==> src/design/ase_pkg.sv <==
package ase_pkg;

	localparam int DMEM_BYTES = 4096;
	localparam int DMEM_ROWS  = (DMEM_BYTES + 7) / 8;
	localparam int ROW_W      = $clog2(DMEM_ROWS);

	localparam logic [4:0] OP_UNK   = 5'd0;
	localparam logic [4:0] OP_BCOND = 5'd1;
	localparam logic [4:0] OP_B     = 5'd2;
	localparam logic [4:0] OP_CBZ   = 5'd3;
	localparam logic [4:0] OP_CBNZ  = 5'd4;
	localparam logic [4:0] OP_BR    = 5'd5;
	localparam logic [4:0] OP_HLT   = 5'd6;
	localparam logic [4:0] OP_ADD   = 5'd7;
	localparam logic [4:0] OP_ADDS  = 5'd8;
	localparam logic [4:0] OP_SUBS  = 5'd9;
	localparam logic [4:0] OP_ANDS  = 5'd10;
	localparam logic [4:0] OP_EOR   = 5'd11;
	localparam logic [4:0] OP_ORR   = 5'd12;
	localparam logic [4:0] OP_ADDI  = 5'd13;
	localparam logic [4:0] OP_ADDSI = 5'd14;
	localparam logic [4:0] OP_SUBSI = 5'd15;
	localparam logic [4:0] OP_ADCS  = 5'd16;
	localparam logic [4:0] OP_MUL   = 5'd17;
	localparam logic [4:0] OP_MOVZ  = 5'd18;
	localparam logic [4:0] OP_LSL   = 5'd19;
	localparam logic [4:0] OP_LSR   = 5'd20;
	localparam logic [4:0] OP_LD    = 5'd21;
	localparam logic [4:0] OP_ST    = 5'd22;

	localparam logic [2:0] ST_OK    = 3'd0;
	localparam logic [2:0] ST_HALT  = 3'd1;
	localparam logic [2:0] ST_UNK   = 3'd2;
	localparam logic [2:0] ST_FAULT = 3'd3;
	localparam logic [2:0] ST_COND  = 3'd4;

	localparam logic REG_START_PC  = 1'b0;
	localparam logic REG_DATA_BASE = 1'b1;

	localparam logic [63:0] RESET_PC   = 64'h0000_0000_0040_0000;
	localparam logic [63:0] RESET_BASE = 64'h0000_0000_1000_0000;

	typedef struct packed {
		logic [4:0]  op;
		logic [4:0]  rd;
		logic [4:0]  rn;
		logic [4:0]  rm;
		logic [5:0]  sh;
		logic [63:0] imm;
		logic [2:0]  nbm1;
		logic [3:0]  cond;
	} dec_t;

	typedef struct packed {
		logic [63:0] next_pc;
		logic [2:0]  status;
		logic        dest_written;
		logic [4:0]  dest_index;
		logic [63:0] dest_value;
		logic [3:0]  nzcv;
	} res_t;

	typedef struct packed {
		logic        we;
		logic        index;
		logic [63:0] data;
	} cfg_t;

endpackage

==> src/design/ase_resq.sv <==
module ase_resq import ase_pkg::*; (
	input  logic clk,
	input  logic arst_n,
	input  res_t din,
	input  logic wr,
	output logic full,
	output res_t dout,
	output logic empty,
	input  logic rd
);

	res_t       ent_q [2];
	logic       wp_q;
	logic       rp_q;
	logic [1:0] cnt_q;
	logic       wr_ok;
	logic       rd_ok;

	assign full  = (cnt_q == 2'd2);
	assign empty = (cnt_q == 2'd0);
	assign dout  = ent_q[rp_q];
	assign wr_ok = wr && !full;
	assign rd_ok = rd && !empty;

	always_ff @(posedge clk) begin
		if (wr_ok) begin
			ent_q[wp_q] <= din;
		end
	end

	always_ff @(posedge clk or negedge arst_n) begin
		if (!arst_n) begin
			wp_q  <= 1'b0;
			rp_q  <= 1'b0;
			cnt_q <= 2'd0;
		end else begin
			if (wr_ok) wp_q <= ~wp_q;
			if (rd_ok) rp_q <= ~rp_q;
			case ({wr_ok, rd_ok})
				2'b10: cnt_q <= cnt_q + 2'd1;
				2'b01: cnt_q <= cnt_q - 2'd1;
				default: cnt_q <= cnt_q;
			endcase
		end
	end

endmodule

==> config.mk <==
export PLATFORM = sky130hd
export DESIGN_NAME = ase_resq
export DESIGN_NICKNAME = d
export VERILOG_FILES = /design/src/design/ase_pkg.sv /design/src/design/ase_resq.sv
export SDC_FILE = /design/constraint.sdc
export NUM_CORES = 1
export LEC_CHECK = 0
export BUFFER_PORTS_ARGS = -buffer_cell sky130_fd_sc_hd__buf_2
export CORE_ASPECT_RATIO = 0.6
export CORE_MARGIN = 1
export CORE_UTILIZATION = 42
export DETAILED_ROUTE_END_ITERATION = 10
export MAX_ROUTING_LAYER = met4
export PLACE_DENSITY = 0.66
export SYNTH_ARGS = -nofsm -noshare
export SYNTH_HDL_FRONTEND = slang
export SYNTH_SLANG_ARGS = --single-unit
==> constraint.sdc <==
create_clock -name clk -period 9.5 [get_ports clk]
set_input_delay 2.85 -clock clk [delete_from_list [all_inputs] [get_ports clk]]
set_output_delay 2.85 -clock clk [all_outputs]
set_load 0.01 [all_outputs]
==> summary.md <==
| Metric | Value |
|---|---|
| Clk Tree Root Cell | `clkbuf_16` |
| Synth Cell Area | `approximately 0.011 sq mm` |
| Startpoint Class | `flip-flop` |
| Clock skew | `between 0.02 and 0.025 ns` |
| Worst-Skew Late Latency | `roughly 0.54 ns` |
| Clk sink count | `~290` |
| Switching part of the total | `0.287` |
| Placeable Area | `approximately 0.025 sq mm` |
| Placed cell count | `between 1000 and 1500` |
| Fin crit share | `0.576` |
| Clk pwr share | `0.261` |
| Pleak | `5.21 nW` |
| Total gr overflow | `0` |
| Crit Path Max Fanout | `a little under 60` |
| CP Data Required Time | `6.65 ns` |
| Average cell area after synthesis | `around 23 sq um` |
| WL per Instance | `roughly 19 um` |
| Post-DP HPWL | `13900 um` |
| WP data arrival | `between 2 and 3 ns` |
| Number of antenna violations at the first check in global routing | `6` |
| Initial Util | `0.435` |
| Setup CP Type | `flip-flop to output port` |
| Ys Warns | `0` |
| Int Pwr | `2.97 mW` |
| Post-CTS sizing | `0` |
| First-pass GRT wire length | `between 30000 and 40000 um` |
| IO Pins | `288` |
| Status | `finished clean` |
| Minimum hold slack | `between 0.5 and 0.6 ns` |
| Worst setup EP type | `output port` |
| Final period demand of the worst path | `between 5 and 6 ns` |
| Fin cells | `~1100` |
| Setup TNS | `0 ns` |
| Peak supply drop | `between 0.15 and 0.2 mV` |
| Post-Syn Nets | `roughly 600` |
| Tot GR Track Use | `0.161` |
| Power density cells | `about 310 mW/mm^2` |
| Row cnt | `44` |
| Final Hold Fails | `0` |
| Hold WC Path Type | `flip-flop to flip-flop` |
| CTS tree | `done` |
| Clk pin slew, worst setup/hold paths | `roughly 0.070 ns` |
| Vias in the first global route | `5654` |
| Switching Power | `1.20 mW` |
| Yosys cell types | `15` |
| Total power | `around 4.2 mW` |
| H-tree Lvls | `1` |
| Fin. max-slew vios | `0` |
| Combinational group share of total power | `0.305` |
| Drt first pass iters | `4` |
| Worst-margin pin slew | `1.11 ns` |
| Mapped Cells | `between 400 and 500` |
| Die Ht | `126 um` |
| Max Clk Rate | `183 MHz` |
| Chip Width | `about 210 um` |
| Largest net degree at the start of global routing | `76` |
| Max clock buf depth | `3` |
| Cts hold-fix bufs | `0` |
| Fin nets | `between 900 and 1000` |
| Final setup vio count | `0` |
| GPL Wtd Cong | `0.758` |
| Buffers on Ports | `approximately 290` |
| Rel. slew slack | `0.262` |
| RSZ-0062 raised after global routing | `false` |
| Layout cell share with drive strength beyond 1 | `0.614` |
| Setup Buffers After CTS | `0` |
| Reg power frac | `0.434` |
| P&R area growth vs syn | `25.0%` |
| # DRC | `0` |
| Max_cap viols | `0` |
| Via density per instance | `slightly below 5` |
| DRT antenna net count | `0` |
| Clock buffer count from CTS | `27` |
| Synth Register Bits | `286` |
| Iter 0 DRT Violations | `roughly 230` |
| Final Util | `0.544` |
| DRT Wirelength | `20500 um` |
| Via count of the routed design | `around 5300` |
| Post-synthesis sequential area ratio | `0.801` |
| Die ar. | `around 0.026 sq mm` |
[flip-flops by register name, indices dropped and copies added, names as in the netlist]
| name | cells |
|---|---|
| wp_q | 1 |
| rp_q | 1 |
| ent_q | 282 |
| cnt_q | 2 |
[critical path, stage by stage (launching register included)]
cell     delay, ns
dfrtp_4       0.60
buf_4         0.87
mux2_4        0.37
buf_2         0.15
[layer usage]
metal,wire [um],vias to the layer above,global-route usage
met5,0,-,-
met4,337,0,0.0301
met3,1630,31,0.0603
met2,9470,180,0.245
met1,9120,2680,0.206
li1,-,2442,-
[cells by family (layout without fill, tap and decap cells)]
group                      after synthesis  in the layout  synth area share
other                                    0              6                 0
muxes                                  141            141             0.177
xor gates and xnor gates                 5              5           0.00410
and+or+nand+nor                          7              7           0.00316
DFF                                    286            286             0.801
adders and majority gates                1              1           0.00117
buffers and inverters                   17            342            0.0137
[cell type report]
| class | instances | area (sq um) |
|---|---|---|
| clock inverters | 19 | 218 |
| inverters | 1 | 3.75 |
| flip-flops and latches | 286 | 8570 |
| clock buffers | 29 | 683 |
| multi-input cells | 154 | 1990 |
| fillers | 1946 | 11200 |
| repair buffers | 293 | 1480 |
| well taps | 322 | 403 |
| diodes | 6 | 15.0 |
[path summary, 6_finish.rpt]
| check | startpoint | to | slack, ns | depth (start not counted) |
|---|---|---|---|---|
| max | rp_q | dout[112] | 4.02 | 3 |
| min | cnt_q[1] | cnt_q[1] | 0.52 | 1 |
| max reg2reg | cnt_q[0] | ent_q[1][96] | 7.21 | 3 |
| min reg2reg | cnt_q[1] | cnt_q[1] | 0.52 | 1 |
| max in group asynchronous | arst_n | rp_q | 7.26 | 1 |
| min in group asynchronous | arst_n | cnt_q[1] | 2.10 | 1 |
[synth_stat cells]
master    number  area share
and3_1         1     0.00059
buf_2          6      0.0028
buf_6         10       0.011
dfrtp_1        4      0.0094
edfxtp_1     282        0.79
ha_1           1      0.0012
inv_1          1     0.00035
mux2_2        61       0.064
mux2_4        80        0.11
nand2_1        1     0.00035
nand2b_1       1     0.00059
nor2_1         3      0.0011
nor2b_1        1     0.00059
xnor2_1        3      0.0025
xor2_1         2      0.0016
[cell usage in the layout, fill, tap and decap left out, types with 3 or more instances in the layout]
cell	instances
edfxtp_1	282
buf_4	6
clkinv_1	3
clkbuf_16	27
clkinv_2	4
mux2_2	61
xnor2_1	3
bufinv_16	4
diode_2	6
dfrtp_1	3
clkinvlp_4	3
mux2_4	80
buf_2	287
clkinv_4	3
[through the flow]
stage | cell area [sq um] | setup WS (ns)
final | 13400 | 4.02
after global routing | 13400 | 3.89
after CTS | 13400 | 3.98
after detailed placement | 12500 | 4.58
after global placement | 12500 | 4.60
after floorplan | 10700 | 0.0582
[power by group through the flow]
stage               Combinational (mW)  Sequential [mW]  Clock [mW]
detailed placement                1.29             1.84           0
global placement                  1.28             1.83           0
floorplan                        0.890             1.85           0
global route                      1.36             1.84        1.17
finish                            1.27             1.81        1.09
CTS                               1.30             1.82        1.12
Note: power is estimated with default switching activity, not from simulation.
