**config.mk**
```make
export PLATFORM = sky130hd
export DESIGN_NAME = ase_front
export DESIGN_NICKNAME = d
export VERILOG_FILES = /design/src/design/ase_pkg.sv /design/src/design/ase_front.sv
export SDC_FILE = /design/constraint.sdc
export NUM_CORES = 1
export LEC_CHECK = 0
export ABC_CLOCK_PERIOD_IN_PS = 4400
export BUFFER_PORTS_ARGS = -buffer_cell sky130_fd_sc_hd__buf_2
export CORE_ASPECT_RATIO = 0.75
export CORE_MARGIN = 1
export CORE_UTILIZATION = 55
export DETAILED_ROUTE_END_ITERATION = 10
export PLACE_DENSITY = 0.89
export SLEW_MARGIN = 25
export SYNTH_ARGS = -nofsm -noshare
export SYNTH_HDL_FRONTEND = slang
export SYNTH_SLANG_ARGS = --single-unit
```
**constraint.sdc**
```tcl
create_clock -name clk -period 4.4 [get_ports clk]
set_input_delay 0.88 -clock clk [delete_from_list [all_inputs] [get_ports clk]]
set_output_delay 0.88 -clock clk [all_outputs]
set_load 0.01 [all_outputs]
```
**src/design/ase_pkg.sv**
```systemverilog
package ase_pkg;

	localparam int DMEM_BYTES = 4096;
	localparam int DMEM_ROWS  = (DMEM_BYTES + 7) / 8;
	localparam int ROW_W      = $clog2(DMEM_ROWS);

	localparam logic [4:0] OP_UNK   = 5'd0;
	localparam logic [4:0] OP_BCOND = 5'd1;
	localparam logic [4:0] OP_B     = 5'd2;
	localparam logic [4:0] OP_CBZ   = 5'd3;
	localparam logic [4:0] OP_CBNZ  = 5'd4;
	localparam logic [4:0] OP_BR    = 5'd5;
	localparam logic [4:0] OP_HLT   = 5'd6;
	localparam logic [4:0] OP_ADD   = 5'd7;
	localparam logic [4:0] OP_ADDS  = 5'd8;
	localparam logic [4:0] OP_SUBS  = 5'd9;
	localparam logic [4:0] OP_ANDS  = 5'd10;
	localparam logic [4:0] OP_EOR   = 5'd11;
	localparam logic [4:0] OP_ORR   = 5'd12;
	localparam logic [4:0] OP_ADDI  = 5'd13;
	localparam logic [4:0] OP_ADDSI = 5'd14;
	localparam logic [4:0] OP_SUBSI = 5'd15;
	localparam logic [4:0] OP_ADCS  = 5'd16;
	localparam logic [4:0] OP_MUL   = 5'd17;
	localparam logic [4:0] OP_MOVZ  = 5'd18;
	localparam logic [4:0] OP_LSL   = 5'd19;
	localparam logic [4:0] OP_LSR   = 5'd20;
	localparam logic [4:0] OP_LD    = 5'd21;
	localparam logic [4:0] OP_ST    = 5'd22;

	localparam logic [2:0] ST_OK    = 3'd0;
	localparam logic [2:0] ST_HALT  = 3'd1;
	localparam logic [2:0] ST_UNK   = 3'd2;
	localparam logic [2:0] ST_FAULT = 3'd3;
	localparam logic [2:0] ST_COND  = 3'd4;

	localparam logic REG_START_PC  = 1'b0;
	localparam logic REG_DATA_BASE = 1'b1;

	localparam logic [63:0] RESET_PC   = 64'h0000_0000_0040_0000;
	localparam logic [63:0] RESET_BASE = 64'h0000_0000_1000_0000;

	typedef struct packed {
		logic [4:0]  op;
		logic [4:0]  rd;
		logic [4:0]  rn;
		logic [4:0]  rm;
		logic [5:0]  sh;
		logic [63:0] imm;
		logic [2:0]  nbm1;
		logic [3:0]  cond;
	} dec_t;

	typedef struct packed {
		logic [63:0] next_pc;
		logic [2:0]  status;
		logic        dest_written;
		logic [4:0]  dest_index;
		logic [63:0] dest_value;
		logic [3:0]  nzcv;
	} res_t;

	typedef struct packed {
		logic        we;
		logic        index;
		logic [63:0] data;
	} cfg_t;

endpackage

```
**src/design/ase_front.sv**
```systemverilog
module ase_front import ase_pkg::*; (
	input  logic        clk,
	input  logic        arst_n,
	input  logic        push,
	input  logic [31:0] instruction,
	output logic        full,
	output dec_t        head,
	output logic        head_vld,
	input  logic        head_pop
);

	dec_t       d;
	dec_t       ent_q [2];
	logic       wp_q;
	logic       rp_q;
	logic [1:0] cnt_q;
	logic [10:0] op11;
	logic [5:0]  imms;
	logic [5:0]  immr;

	assign op11 = instruction[31:21];
	assign imms = instruction[15:10];
	assign immr = instruction[21:16];

	// classification follows the encoding priority of the subset
	always_comb begin
		d      = '0;
		d.op   = OP_UNK;
		d.rd   = instruction[4:0];
		d.rn   = instruction[9:5];
		d.rm   = instruction[20:16];
		d.sh   = instruction[15:10];
		d.cond = instruction[3:0];
		if (instruction[31:24] == 8'h54 && !instruction[4]) begin
			d.op  = OP_BCOND;
			d.imm = {{43{instruction[23]}}, instruction[23:5], 2'b00};
		end else if (instruction[31:26] == 6'h05) begin
			d.op  = OP_B;
			d.imm = {{36{instruction[25]}}, instruction[25:0], 2'b00};
		end else if (instruction[31:24] == 8'hB4 || instruction[31:24] == 8'hB5) begin
			d.op  = instruction[24] ? OP_CBNZ : OP_CBZ;
			d.imm = {{43{instruction[23]}}, instruction[23:5], 2'b00};
		end else if ((instruction & 32'hFFFF_FC1F) == 32'hD61F_0000) begin
			d.op = OP_BR;
		end else if (op11 == 11'h6A2 && instruction[4:0] == 5'd0) begin
			d.op = OP_HLT;
		end else if (op11 == 11'h458) begin
			d.op = OP_ADD;
		end else if (op11 == 11'h558) begin
			d.op = OP_ADDS;
		end else if (op11 == 11'h758) begin
			d.op = OP_SUBS;
		end else if (op11 == 11'h750) begin
			d.op = OP_ANDS;
		end else if (op11 == 11'h650) begin
			d.op = OP_EOR;
		end else if (op11 == 11'h550) begin
			d.op = OP_ORR;
		end else if (instruction[31:23] == 9'h122 || instruction[31:23] == 9'h162 ||
				instruction[31:23] == 9'h1E2) begin
			d.op  = (instruction[31:23] == 9'h122) ? OP_ADDI :
				(instruction[31:23] == 9'h162) ? OP_ADDSI : OP_SUBSI;
			d.imm = instruction[22] ? {40'd0, instruction[21:10], 12'd0} :
				{52'd0, instruction[21:10]};
		end else if (op11 == 11'h5D0 && imms == 6'd0) begin
			d.op = OP_ADCS;
		end else if (op11 == 11'h4D8 && imms == 6'h1F) begin
			d.op = OP_MUL;
		end else if (op11 == 11'h694) begin
			d.op  = OP_MOVZ;
			d.imm = {48'd0, instruction[20:5]};
		end else if (instruction[31:22] == 10'h34D &&
				(imms == 6'h3F || ({1'b0, imms} + 7'd1) == {1'b0, immr})) begin
			if (imms == 6'h3F) begin
				d.op = OP_LSR;
				d.sh = immr;
			end else begin
				d.op = OP_LSL;
				d.sh = ~imms;
			end
		end else if ((op11 == 11'h7C2 || op11 == 11'h1C2 || op11 == 11'h3C2 ||
				op11 == 11'h7C0 || op11 == 11'h1C0 || op11 == 11'h3C0) &&
				instruction[11:10] == 2'b00) begin
			d.op   = op11[1] ? OP_LD : OP_ST;
			d.nbm1 = (op11[10:9] == 2'd3) ? 3'd7 : ((op11[10:9] == 2'd1) ? 3'd1 : 3'd0);
			d.imm  = {{55{instruction[20]}}, instruction[20:12]};
		end
	end

	assign full     = (cnt_q == 2'd2);
	assign head_vld = (cnt_q != 2'd0);
	assign head     = ent_q[rp_q];

	always_ff @(posedge clk) begin
		if (push && !full) begin
			ent_q[wp_q] <= d;
		end
	end

	always_ff @(posedge clk or negedge arst_n) begin
		if (!arst_n) begin
			wp_q  <= 1'b0;
			rp_q  <= 1'b0;
			cnt_q <= 2'd0;
		end else begin
			if (push && !full) begin
				wp_q <= ~wp_q;
			end
			if (head_pop && head_vld) begin
				rp_q <= ~rp_q;
			end
			case ({push && !full, head_pop && head_vld})
				2'b10: cnt_q <= cnt_q + 2'd1;
				2'b01: cnt_q <= cnt_q - 2'd1;
				default: cnt_q <= cnt_q;
			endcase
		end
	end

endmodule

```
==> flow_summary.toml <==
[pwr]
switching_share_pct = 31.6
share_comb_of_total_power_pct = 31.4
max-vdd-ir-drop_mv = 0.383
internal-power_mw = 3.02
power_frac_seq_pct = 37.3
total_power_mw = 4.41
p_clk_share_pct = 31.3
power.density_nw_per_um2 = 610
p_sw_mw = 1.39
p_leak_nw = 2.84

[layout]
design_area_sq_um = 7240
area_grow_syn2layout_pct = 17.1
postLayoutCoreUtil_pct = 66.1
mostFrequentLayoutCell = "sky130_fd_sc_hd__buf_2"
drive_above_1_share_pct = 41.2
nNetsFinal = 628
insertedDiodeCount = 0
commonest_cells_after_routing_fill_and_taps_aside = "sky130_fd_sc_hd__buf_2 (134), sky130_fd_sc_hd__edfxtp_1 (112), sky130_fd_sc_hd__mux2_2 (57), sky130_fd_sc_hd__nand2_1 (42), sky130_fd_sc_hd__nor2_1 (25)"

[sta]
post_route_setup_tns_ps = 0
worst_clock_skew_ps = 6.24
post_route_fraction_of_the_period_consumed_by_the_critical_path_pct = 69.6
timing_hold_violations_final = 0
finalMaxSlewViolations = 0
setup_viol_count_final = 0
unrepaired_setup_endpoints_after_global_routing = "no"
fmax_ghz = 0.327
final.min_clock_period_ps = 3060
timing.slew.headroom_pct = 36.7
tightestPinTransition_ps = 942
hold_slack_ps = 258

[die]
die-width_um = 124
design.core.area_sq_um = 10900
die_height_um = 93.8
initial_core_util_pct = 56.5
dieArea_sq_um = 11700
placement_rows = 33
io_pins = 135

[place]
place.port_buffers = 134
gpl.final_weighted_congestion = 0.967
place.detailed.hpwl_um = 10200
postPlaceCellArea_sq_um = 6640

[status]
run_status = "finished clean"

[drt]
via_count = 4591
viasPerCell = 6.19
remaining_drc_errors = 0
drt.antenna.violating_nets = 0
routedWlPerCell_um = 20.5
drt_iter0_drc = 483
total_wirelength_of_the_detailed_routed_design_um = 15200
drt-pass1-iter-count = 5

[global_routing]
antenna_violations_before_repair = 0
number_of_global_route_vias_before_repair = 4436
grt.overflow.total = 0
grt_use_total_pct = 27.0
grt_first_pass_wirelength_um = 23600
grt_max_degree = 44

[setup_path]
worstSetupStartpointType = "register"
critical_path_peak_fanout = 34
worstPathArrival_ps = 2180
cp-end-kind = "primary output"
worst-endpoint-required_ps = 3520
crit_type = "reg -> out"

[clock_tree]
clkTransAtPathRegs_ps = 60
ctsLongestPathBuffers = 2
cts_num_sinks = 116
cts.root.buffer_cell = "sky130_fd_sc_hd__clkbuf_16"
clk_latency_ps = 420
cts_htree_levels = 4
ctsResizeCount = 0
tritoncts.num_buffers = 17
cts_hold_buffers = 0
tritoncts_clock_tree = "built"
cts.repair_timing.setup_buffer_count = 0

[synthesis]
synth_seq_area_share_pct = 56.0
synth-main-ff-cell = "sky130_fd_sc_hd__edfxtp_1"
synth-async-reset-ratio_pct = 3.45
syn-instance-count = 501
yosys_register_bits = 116
post_synthesis_instance_area_sq_um = 6180
synth.yosys.warnings = 0
synth.distinct_cells = 59
synth_area_per_cell_sq_um = 12.3
synth-edff-count = 112
postSynthNetCount = 540

[flow_run]
timing.max_cap.violations = 0

[min_path]
timing.hold.worst.class = "in -> async"
## synth_stat cells, types with 3 or more instances
master,number,area (sq um)
sky130_fd_sc_hd__a21o_1,7,52.6
sky130_fd_sc_hd__a21oi_1,7,35.0
sky130_fd_sc_hd__a221o_1,7,70.1
sky130_fd_sc_hd__a221oi_1,5,43.8
sky130_fd_sc_hd__a22oi_1,12,90.1
sky130_fd_sc_hd__a31oi_1,7,43.8
sky130_fd_sc_hd__and3_1,6,37.5
sky130_fd_sc_hd__buf_2,9,45.0
sky130_fd_sc_hd__buf_4,44,330
sky130_fd_sc_hd__clkbuf_1,20,75.1
sky130_fd_sc_hd__dfrtp_1,4,100
sky130_fd_sc_hd__edfxtp_1,112,3360
sky130_fd_sc_hd__ha_1,3,37.5
sky130_fd_sc_hd__inv_1,6,22.5
sky130_fd_sc_hd__mux2_2,57,642
sky130_fd_sc_hd__nand2_1,42,158
sky130_fd_sc_hd__nand2_2,4,25.0
sky130_fd_sc_hd__nand2b_1,8,50.1
sky130_fd_sc_hd__nand3_1,14,70.1
sky130_fd_sc_hd__nand3b_1,5,37.5
sky130_fd_sc_hd__nand4b_1,3,26.3
sky130_fd_sc_hd__nor2_1,26,97.6
sky130_fd_sc_hd__nor2b_1,6,37.5
sky130_fd_sc_hd__nor3_1,8,40.0
sky130_fd_sc_hd__nor4_1,11,68.8
sky130_fd_sc_hd__o21ai_0,12,60.1
sky130_fd_sc_hd__o22ai_1,5,31.3
sky130_fd_sc_hd__xnor2_1,7,61.3
sky130_fd_sc_hd__xor2_1,5,43.8
## routing by layer
layer  part of all wire, %  track usage [%]  wire length [um]
met3                   9.9             7.46              1500
met2                    46             41.4              7020
met1                    41             36.0              6220
met4                   3.2             11.8               481
met5                     0                0                 0
## logic make-up after synthesis
kind of cell             synth area share [%]
AND/OR/NAND/NOR                          14.4
AO/OA/AOI/OAI                            8.93
flip-flops                               56.0
multiplexers                             10.5
adder cells (fa/ha/maj)                 0.607
XOR/XNOR                                 1.70
buffers and inverters                    7.83
## worst max-delay path, stage by stage, from the launching register on
cell and delay (ps):
sky130_fd_sc_hd__dfrtp_2 880, sky130_fd_sc_hd__buf_4 360, sky130_fd_sc_hd__mux2_2 380, sky130_fd_sc_hd__buf_2 140
## power groups by stage
stage                     Sequential [mW]  Combinational, mW  Clock [mW]
after floorplan                      1.60               1.12           0
after global placement               1.66               1.37           0
after detailed placement             1.67               1.39           0
after CTS                            1.65               1.40        1.39
after global routing                 1.68               1.50        1.45
final                                1.64               1.39        1.38
## state kept, by name, indices dropped and copies added, names as in the netlist
signal  flops
rp_q        1
wp_q        1
cnt_q       2
ent_q     112
## final cells by class
type,instances,area [sq um]
repair buffers,143,738
clock buffers,19,433
inverters,6,22.5
clock inverters,13,158
fillers,804,3700
well taps,140,175
multi-input cells,305,2250
flip-flops and latches,116,3460
## worst paths after layout
kind / slack, ps / start / depth (start not counted) / end
worst max-delay path: 1340 / rp_q$_DFFE_PN0P_ / 3 / head[3]
worst min-delay path: 260 / arst_n / 1 / wp_q$_DFFE_PN0P_
worst max register to register: 2080 / cnt_q[0]$_DFFE_PN0P_ / 4 / ent_q[0][33]$_DFFE_PP_
worst min register to register: 510 / cnt_q[1]$_DFFE_PN0P_ / 1 / cnt_q[1]$_DFFE_PN0P_
max in group asynchronous: 4010 / arst_n / 1 / rp_q$_DFFE_PN0P_
min in group clk: 510 / cnt_q[1]$_DFFE_PN0P_ / 1 / cnt_q[1]$_DFFE_PN0P_
## metrics by stage
stage | worst slack, ps | std cells
after floorplan | 610 | 501
after global placement | 1170 | 710
after detailed placement | 1150 | 710
after CTS | 1300 | 742
after global routing | 1180 | 742
final | 1340 | 742
Power figures use the tool's default switching activity.
